[config.mk]
export PLATFORM = sky130hd
export DESIGN_NAME = round_robin_task_scheduler_unit
export DESIGN_NICKNAME = d
export VERILOG_FILES = /design/src/design/rrts_pkg.sv /design/src/design/round_robin_task_scheduler_unit.sv /design/src/design/rrts_scan.sv
export VERILOG_INCLUDE_DIRS = /design/src /design/src/design
export SDC_FILE = /design/constraint.sdc
export NUM_CORES = 1
export LEC_CHECK = 0
export BUFFER_PORTS_ARGS = -buffer_cell sky130_fd_sc_hd__clkbuf_2
export CORE_MARGIN = 10
export CORE_UTILIZATION = 63
export DETAILED_ROUTE_END_ITERATION = 7
export GPL_TIMING_DRIVEN = 0
export HOLD_SLACK_MARGIN = 0.02
export PLACE_DENSITY = 0.85
export SYNTH_ARGS = -nofsm -noshare
export SYNTH_HDL_FRONTEND = slang
export SYNTH_HIERARCHICAL = 1
export SYNTH_SLANG_ARGS = --single-unit
[constraint.sdc]
create_clock -name clock -period 15 [get_ports clock]
set_input_delay 3 -clock clock [delete_from_list [all_inputs] [get_ports clock]]
set_output_delay 3 -clock clock [all_outputs]
set_load 0.01 [all_outputs]
[src/design/assert_macros.svh]
// Assertion helpers, included by the scheduler unit.
`ifndef ASSERT_MACROS_SVH
`define ASSERT_MACROS_SVH

// The consequent must hold in the same cycle as the antecedent.
`define ASSERT_SAME(label, clk, rst, cond, prop) \
   label: assert property (@(posedge clk) disable iff (rst) (cond) |-> (prop)) \
      else $error("assertion failed");

// The consequent must hold in the cycle after the antecedent.
`define ASSERT_NEXT(label, clk, rst, cond, prop) \
   label: assert property (@(posedge clk) disable iff (rst) (cond) |=> (prop)) \
      else $error("assertion failed");

`endif

[src/design/rrts_pkg.sv]
package rrts_pkg;

   localparam int TASK_SLOTS_DEF = 32;
   localparam int TASK_SLOTS_MAX = 64;
   // Wide enough to hold any slot number and the slot count itself.
   localparam int TGT_W = $clog2(TASK_SLOTS_MAX) + 1;

   localparam int REQ_DATA_W = 16;
   localparam int RSP_DATA_W = 80;

   typedef enum logic [2:0] {
      ACT_YIELD  = 3'd0,
      ACT_START  = 3'd1,
      ACT_STOP   = 3'd2,
      ACT_HALT   = 3'd3,
      ACT_RESUME = 3'd4,
      ACT_CHECK  = 3'd5
   } action_type;

   typedef enum logic [1:0] {
      RC_OK       = 2'd0,
      RC_NO_FREE  = 2'd1,
      RC_ALL_STOP = 2'd2,
      RC_NO_RUN   = 2'd3
   } rc_type;

   typedef enum logic [1:0] {
      STS_INACTIVE = 2'd0,
      STS_RUNNABLE = 2'd1,
      STS_HALTED   = 2'd2
   } status_type;

   typedef enum logic [1:0] {
      ST_IDLE,
      ST_SCAN,
      ST_FINISH
   } state_type;

   typedef struct packed {
      logic start;
      logic free_mode;
   } scan_ctl_type;

   typedef struct packed {
      logic busy;
      logic hit;
      logic miss;
   } scan_stat_type;

endpackage

[src/design/round_robin_task_scheduler_unit.sv]
// Round-robin task scheduler for TASK_SLOTS slots. Each request item is one command
// (yield, start, stop, halt, resume, check) and gives exactly one response item with
// the running task and both masks. A command is taken in ST_IDLE and its response is
// registered in ST_FINISH, which waits while the previous response is still stalled;
// explicit start, check, unused codes and commands that find every task stopped go
// straight there. A yield, or a stop, halt or resume (which end in a yield), and a
// start of the lowest free slot first pass through ST_SCAN, where a shared probe unit
// tests one slot per cycle. A new request is taken only once the previous response has
// been registered, and a response waits in the output register while the sink stalls.
module round_robin_task_scheduler_unit #(
   parameter int TASK_SLOTS = rrts_pkg::TASK_SLOTS_DEF
) (
   input  logic                            clock,
   input  logic                            reset,
   input  logic                            req_tvalid,
   output logic                            req_tready,
   // action [2:0], task_index [7:3], implicit_task [8], zero [15:9]
   input  logic [rrts_pkg::REQ_DATA_W-1:0] req_tdata,
   output logic                            rsp_tvalid,
   input  logic                            rsp_tready,
   // current_task [4:0], task_status [6:5], started_task [11:7], result_code [13:12],
   // active_mask [45:14], halted_mask [77:46], zero [79:78]
   output logic [rrts_pkg::RSP_DATA_W-1:0] rsp_tdata
);
   import rrts_pkg::*;

   localparam int SW = $clog2(TASK_SLOTS);
   localparam logic [TASK_SLOTS-1:0] SLOT_ONE = TASK_SLOTS'(1);

   state_type                 state_ff, state_in;
   logic [TASK_SLOTS-1:0]     active_ff, active_in;
   logic [TASK_SLOTS-1:0]     halted_ff, halted_in;
   logic [SW-1:0]             running_ff, running_in;
   status_type                status_ff, status_in;
   logic [SW-1:0]             started_ff, started_in;
   rc_type                    rc_ff, rc_in;
   logic                      free_scan_ff, free_scan_in;
   logic                      rsp_valid_ff, rsp_valid_in;
   logic [RSP_DATA_W-1:0]     rsp_data_ff, rsp_data_in;

   action_type                action;
   logic                      implicit_task;
   logic [TGT_W-1:0]          target_wide;
   logic                      target_ok;
   logic [TASK_SLOTS-1:0]     target_bit;
   logic [TASK_SLOTS-1:0]     start_active;
   logic                      yield_go;
   scan_ctl_type              scan_ctl;
   scan_stat_type             scan_stat;
   logic [SW-1:0]             scan_slot;

   rrts_scan #(
      .TASK_SLOTS(TASK_SLOTS)
   ) u_scan (
      .clock       (clock),
      .reset       (reset),
      .scan_ctl    (scan_ctl),
      .base_slot   (running_ff),
      .active_bits (active_ff),
      .halted_bits (halted_ff),
      .scan_stat   (scan_stat),
      .scan_slot   (scan_slot)
   );

   assign action        = action_type'(req_tdata[2:0]);
   assign implicit_task = req_tdata[8];
   assign target_wide   = implicit_task ? TGT_W'(running_ff) : TGT_W'(req_tdata[7:3]);
   assign target_ok     = (target_wide < TGT_W'(TASK_SLOTS));
   assign target_bit    = target_ok ? (SLOT_ONE << target_wide) : '0;
   // A start on an empty set first brings slot 0 to life.
   assign start_active  = (active_ff == '0) ? SLOT_ONE : active_ff;

   assign req_tready = (state_ff == ST_IDLE);
   assign rsp_tvalid = rsp_valid_ff;
   assign rsp_tdata  = rsp_data_ff;

   always_comb begin
      state_in = state_ff;
      active_in = active_ff;
      halted_in = halted_ff;
      running_in = running_ff;
      status_in = status_ff;
      started_in = started_ff;
      rc_in = rc_ff;
      free_scan_in = free_scan_ff;
      rsp_valid_in = rsp_valid_ff & ~rsp_tready;
      rsp_data_in = rsp_data_ff;
      scan_ctl = '0;
      yield_go = 1'b0;
      case (state_ff)
         ST_IDLE: begin
            if (req_tvalid) begin
               status_in = STS_INACTIVE;
               started_in = '0;
               rc_in = RC_OK;
               state_in = ST_FINISH;
               case (action)
                  ACT_YIELD: begin
                     yield_go = 1'b1;
                  end
                  ACT_STOP: begin
                     active_in = active_ff & ~target_bit;
                     halted_in = halted_ff & ~target_bit;
                     yield_go = 1'b1;
                  end
                  ACT_HALT: begin
                     halted_in = halted_ff | target_bit;
                     yield_go = 1'b1;
                  end
                  ACT_RESUME: begin
                     halted_in = halted_ff & ~target_bit;
                     yield_go = 1'b1;
                  end
                  ACT_START: begin
                     active_in = start_active;
                     if (active_ff == '0) begin
                        running_in = '0;
                     end
                     if (implicit_task) begin
                        scan_ctl.start = 1'b1;
                        scan_ctl.free_mode = 1'b1;
                        free_scan_in = 1'b1;
                        state_in = ST_SCAN;
                     end else if (target_ok) begin
                        active_in = start_active | target_bit;
                        running_in = target_wide[SW-1:0];
                        started_in = target_wide[SW-1:0];
                     end else begin
                        rc_in = RC_NO_FREE;
                     end
                  end
                  ACT_CHECK: begin
                     if ((active_ff & target_bit) == '0) begin
                        status_in = STS_INACTIVE;
                     end else if ((halted_ff & target_bit) != '0) begin
                        status_in = STS_HALTED;
                     end else begin
                        status_in = STS_RUNNABLE;
                     end
                  end
                  default: begin
                  end
               endcase
               if (yield_go) begin
                  if (active_in == '0) begin
                     rc_in = RC_ALL_STOP;
                  end else begin
                     scan_ctl.start = 1'b1;
                     scan_ctl.free_mode = 1'b0;
                     free_scan_in = 1'b0;
                     state_in = ST_SCAN;
                  end
               end
            end
         end
         ST_SCAN: begin
            if (scan_stat.hit) begin
               running_in = scan_slot;
               rc_in = RC_OK;
               if (free_scan_ff) begin
                  active_in = active_ff | (SLOT_ONE << scan_slot);
                  started_in = scan_slot;
               end
               state_in = ST_FINISH;
            end else if (scan_stat.miss) begin
               rc_in = free_scan_ff ? RC_NO_FREE : RC_NO_RUN;
               state_in = ST_FINISH;
            end
         end
         ST_FINISH: begin
            if (!rsp_valid_ff || rsp_tready) begin
               rsp_valid_in = 1'b1;
               rsp_data_in = {2'b00, 32'(halted_ff), 32'(active_ff), rc_ff,
                              5'(started_ff), status_ff, 5'(running_ff)};
               state_in = ST_IDLE;
            end
         end
         default: begin
            state_in = ST_IDLE;
         end
      endcase
   end

   always_ff @(posedge clock) begin
      if (reset) begin
         state_ff <= ST_IDLE;
         active_ff <= '0;
         halted_ff <= '0;
         running_ff <= '0;
         rsp_valid_ff <= 1'b0;
      end else begin
         state_ff <= state_in;
         active_ff <= active_in;
         halted_ff <= halted_in;
         running_ff <= running_in;
         rsp_valid_ff <= rsp_valid_in;
      end
      status_ff <= status_in;
      started_ff <= started_in;
      rc_ff <= rc_in;
      free_scan_ff <= free_scan_in;
      rsp_data_ff <= rsp_data_in;
   end

`include "assert_macros.svh"

   `ASSERT_SAME(a_scan_in_state, clock, reset, state_ff == ST_SCAN, scan_stat.busy)
   `ASSERT_SAME(a_busy_in_scan, clock, reset, scan_stat.busy, state_ff == ST_SCAN)
   `ASSERT_NEXT(a_accept_leaves_idle, clock, reset, req_tvalid && req_tready, state_ff != ST_IDLE)

endmodule

[src/design/rrts_scan.sv]
module rrts_scan #(
   parameter int TASK_SLOTS = rrts_pkg::TASK_SLOTS_DEF
) (
   input  logic                          clock,
   input  logic                          reset,
   input  rrts_pkg::scan_ctl_type        scan_ctl,
   input  logic [$clog2(TASK_SLOTS)-1:0] base_slot,
   input  logic [TASK_SLOTS-1:0]         active_bits,
   input  logic [TASK_SLOTS-1:0]         halted_bits,
   output rrts_pkg::scan_stat_type       scan_stat,
   output logic [$clog2(TASK_SLOTS)-1:0] scan_slot
);
   import rrts_pkg::*;

   localparam int SW = $clog2(TASK_SLOTS);
   localparam logic [SW-1:0] LAST_SLOT = SW'(TASK_SLOTS - 1);

   logic [SW-1:0] probe_ff, probe_in;
   logic [SW-1:0] count_ff, count_in;
   logic          busy_ff, busy_in;
   logic          free_mode_ff, free_mode_in;
   logic          test;
   logic          exhausted;

   // One slot is tested per cycle: a free slot, or a runnable one.
   always_comb begin
      test = free_mode_ff ? ~active_bits[probe_ff]
                          : (active_bits[probe_ff] & ~halted_bits[probe_ff]);
      exhausted = (count_ff == LAST_SLOT);
      probe_in = probe_ff;
      count_in = count_ff;
      busy_in = busy_ff;
      free_mode_in = free_mode_ff;
      if (scan_ctl.start) begin
         // A yield starts just after the running task, so that task is tried last.
         if (scan_ctl.free_mode) begin
            probe_in = '0;
         end else if (base_slot == LAST_SLOT) begin
            probe_in = '0;
         end else begin
            probe_in = base_slot + 1'b1;
         end
         count_in = '0;
         busy_in = 1'b1;
         free_mode_in = scan_ctl.free_mode;
      end else if (busy_ff) begin
         if (test || exhausted) begin
            busy_in = 1'b0;
         end else begin
            probe_in = (probe_ff == LAST_SLOT) ? '0 : probe_ff + 1'b1;
            count_in = count_ff + 1'b1;
         end
      end
   end

   always_ff @(posedge clock) begin
      if (reset) begin
         busy_ff <= 1'b0;
      end else begin
         busy_ff <= busy_in;
      end
      probe_ff <= probe_in;
      count_ff <= count_in;
      free_mode_ff <= free_mode_in;
   end

   assign scan_stat.busy = busy_ff;
   assign scan_stat.hit  = busy_ff & test;
   assign scan_stat.miss = busy_ff & ~test & exhausted;
   assign scan_slot      = probe_ff;

endmodule
==> results.md <==
- H-tree lvl count: 4
- Net Sw Frac: 31.8%
- Tcrit/Tclk final: 49.6%
- Fmax: 134 MHz
- Setup crit end: u_scan/scan_slot[0]
- Post-route ant nets: 0
- Antenna diodes: 0
- Via Count: 8641
- Worst reg2reg startpoint: u_scan/scan_slot[0]
- Total gr overflow: 0
- Cell count after synthesis: 858
- Hold Fails Final Rpt: 0
- Launch point of the worst path: req_tdata[6]
- FP Rows: 43
- RSZ-0062 raised after global routing: false
- Placement Cell Area: 0.00955 mm2
- Static Leak: 3.57 nW
- Max VDD drop: 0.0935 mV
- Post-Syn Area: 0.00881 mm2
- Clock Skews: 0.0131 ns
- Share of layout cells above drive strength 1: 16.3%
- Pwr Density: 123 mW/mm2
- Internal Power: 0.000849 W
- 1st-iter DRT viols: 1586
- CTS buffer count: 17
- Area grow syn2layout: 14.6%
- Worst Tran Pin Value: 0.944 ns
- Clock power frac: 33.4%
- Hold_buf cts: 0
- Slew HR: 36.5%
- Setup CP Type: in -> reg
- Comb power frac: 19.8%
- Max Cap Viol: 0
- Critical path required time: 15.27 ns
- Cells on worst reg2reg path: 15
- Startpoint Class: primary input
- Die width: 138 um
- Maximum root-to-sink buffer count: 2
- DR vias/cell: 7.43
- Clk root buf: clkbuf_16
- GRT Resource Usage Total: 32.6%
- Reg2Reg Setup Slack: 9.95 ns
- Failing checks: DRC
- Detailed placement HPWL: 23700 um
- Status: finished with violations
- Worst hold path class: reg -> reg
- Initial core utilization: 64.0%
- Die Ht: 138 um
- Die area: 0.0191 mm2
- Port Buffers: 90
- Final worst path period need: 7.44 ns
- Post-CTS Resized: 0
- Setup TNS: 0 ns
- WL final: 32400 um
- Critical Path Fanout Max: 10
- Yosys warns: 6
- Worst skew pair latency: 0.44 ns
- Vias in the first global route: 8176
- Clock transition at the registers of the reported paths: 0.07 ns
- Global placer's final weighted congestion: 1.05
- Endpoints failing setup: 0
- Final net count: 996
- Slew Limit Fails: 0
- TritonCTS clock tree: yes
- DR pass1 iterations: 8
- Reg-to-Reg End: active_ff[27]
- Syn Area/Cell: 10.3 um2
- Post-route cell area: 0.0101 mm2
- Wire length per cell: 27.9 um
- Largest net degree at the start of global routing: 40
- Register share of total power: 46.9%
- Sw Pwr: 0.000396 W
- CTS Sinks: 172
- Core area: 0.0138 mm2
- First-pass GRT wire length: 49200 um
- Remaining DRCs: 7
- Initial antenna violation count: 1
- Crit. End Element: flip-flop
- Post-CTS Repair Setup Buffers: 0
- WP data arrival: 7.70 ns
- IO Pins: 102
-- per-layer routing --
layer / part of all wire, % / global-route usage (%)
met1: 36 / 42.4
met2: 44 / 48.7
met3: 16 / 11.3
met4: 4.4 / 13.2
met5: 0.037 / 0
-- cell usage in the layout, fill, tap and decap left out, drive strengths merged, types with 13 or more instances in the layout --
master / n
a22oi: 15
nor3: 29
inv: 16
nand2: 50
clkbuf: 161
a31oi: 16
buf: 22
mux2i: 19
a211oi: 39
edfxtp: 94
mux4: 13
nor4: 15
o21ai: 51
a311oi: 14
nor2: 75
a21oi: 69
nand3: 22
dfxtp: 78
-- power groups by stage --
stage	Combinational [W]	Clock, W	Sequential, W
6_report	0.000246	0.000415	0.000584
5_1_grt	0.000260	0.000433	0.000584
4_1_cts	0.000236	0.000413	0.000579
3_5_place_dp	0.000233	0	0.000589
3_3_place_gp	0.000224	0	0.000589
2_1_floorplan	0.000152	0	0.000575
-- how the worst min path moves through the flow --
stage,startpoint,end,slack [ns],depth (start not counted)
6_report,started_ff[3],rsp_tdata[10],0.41,0
3_5_place_dp,started_ff[1],rsp_tdata[8],0.40,0
2_1_floorplan,started_ff[3],rsp_tdata[10],0.40,0
3_3_place_gp,started_ff[1],rsp_tdata[8],0.40,0
5_1_grt,started_ff[3],rsp_tdata[10],0.42,0
4_1_cts,started_ff[3],rsp_tdata[10],0.42,0
-- stage by stage --
stage	power [W]	util (%)	cells	hold WS, ns	worst slack, ns
detailed placement	0.000822	69.3	1131	0.405	7.68
finish	0.00125	73.3	1163	0.412	7.56
global placement	0.000813	68.9	1129	0.402	6.95
floorplan	0.000727	-	859	0.400	8.16
global route	0.00128	73.3	1163	0.420	7.65
CTS	0.00123	73.3	1163	0.418	8.02
-- worst max-delay path: stages --
cell and delay, ns:
clkbuf_2 0.14, clkbuf_1 0.44, nand2_1 0.20, o21ai_0 0.47, clkbuf_1 0.59, nand3_1 0.18, a22oi_1 0.32, nor4b_1 0.54
nand4_1 0.21, nor3_2 0.46, o22ai_1 0.26, clkbuf_1 0.29, or2_2 0.39, o21ai_0 0.20
-- cell type report --
| type | instances | area (um2) |
|---|---|---|
| inverter | 13 | 48.8 |
| timing repair buffer | 92 | 498 |
| clock inverter | 10 | 77.6 |
| buffer | 69 | 332 |
| sequential | 172 | 4380 |
| clock buffer | 22 | 474 |
| tap | 180 | 225 |
| fill | 1014 | 3670 |
| multi-input combinational | 605 | 4060 |
Note: power is estimated with default switching activity, not from simulation.
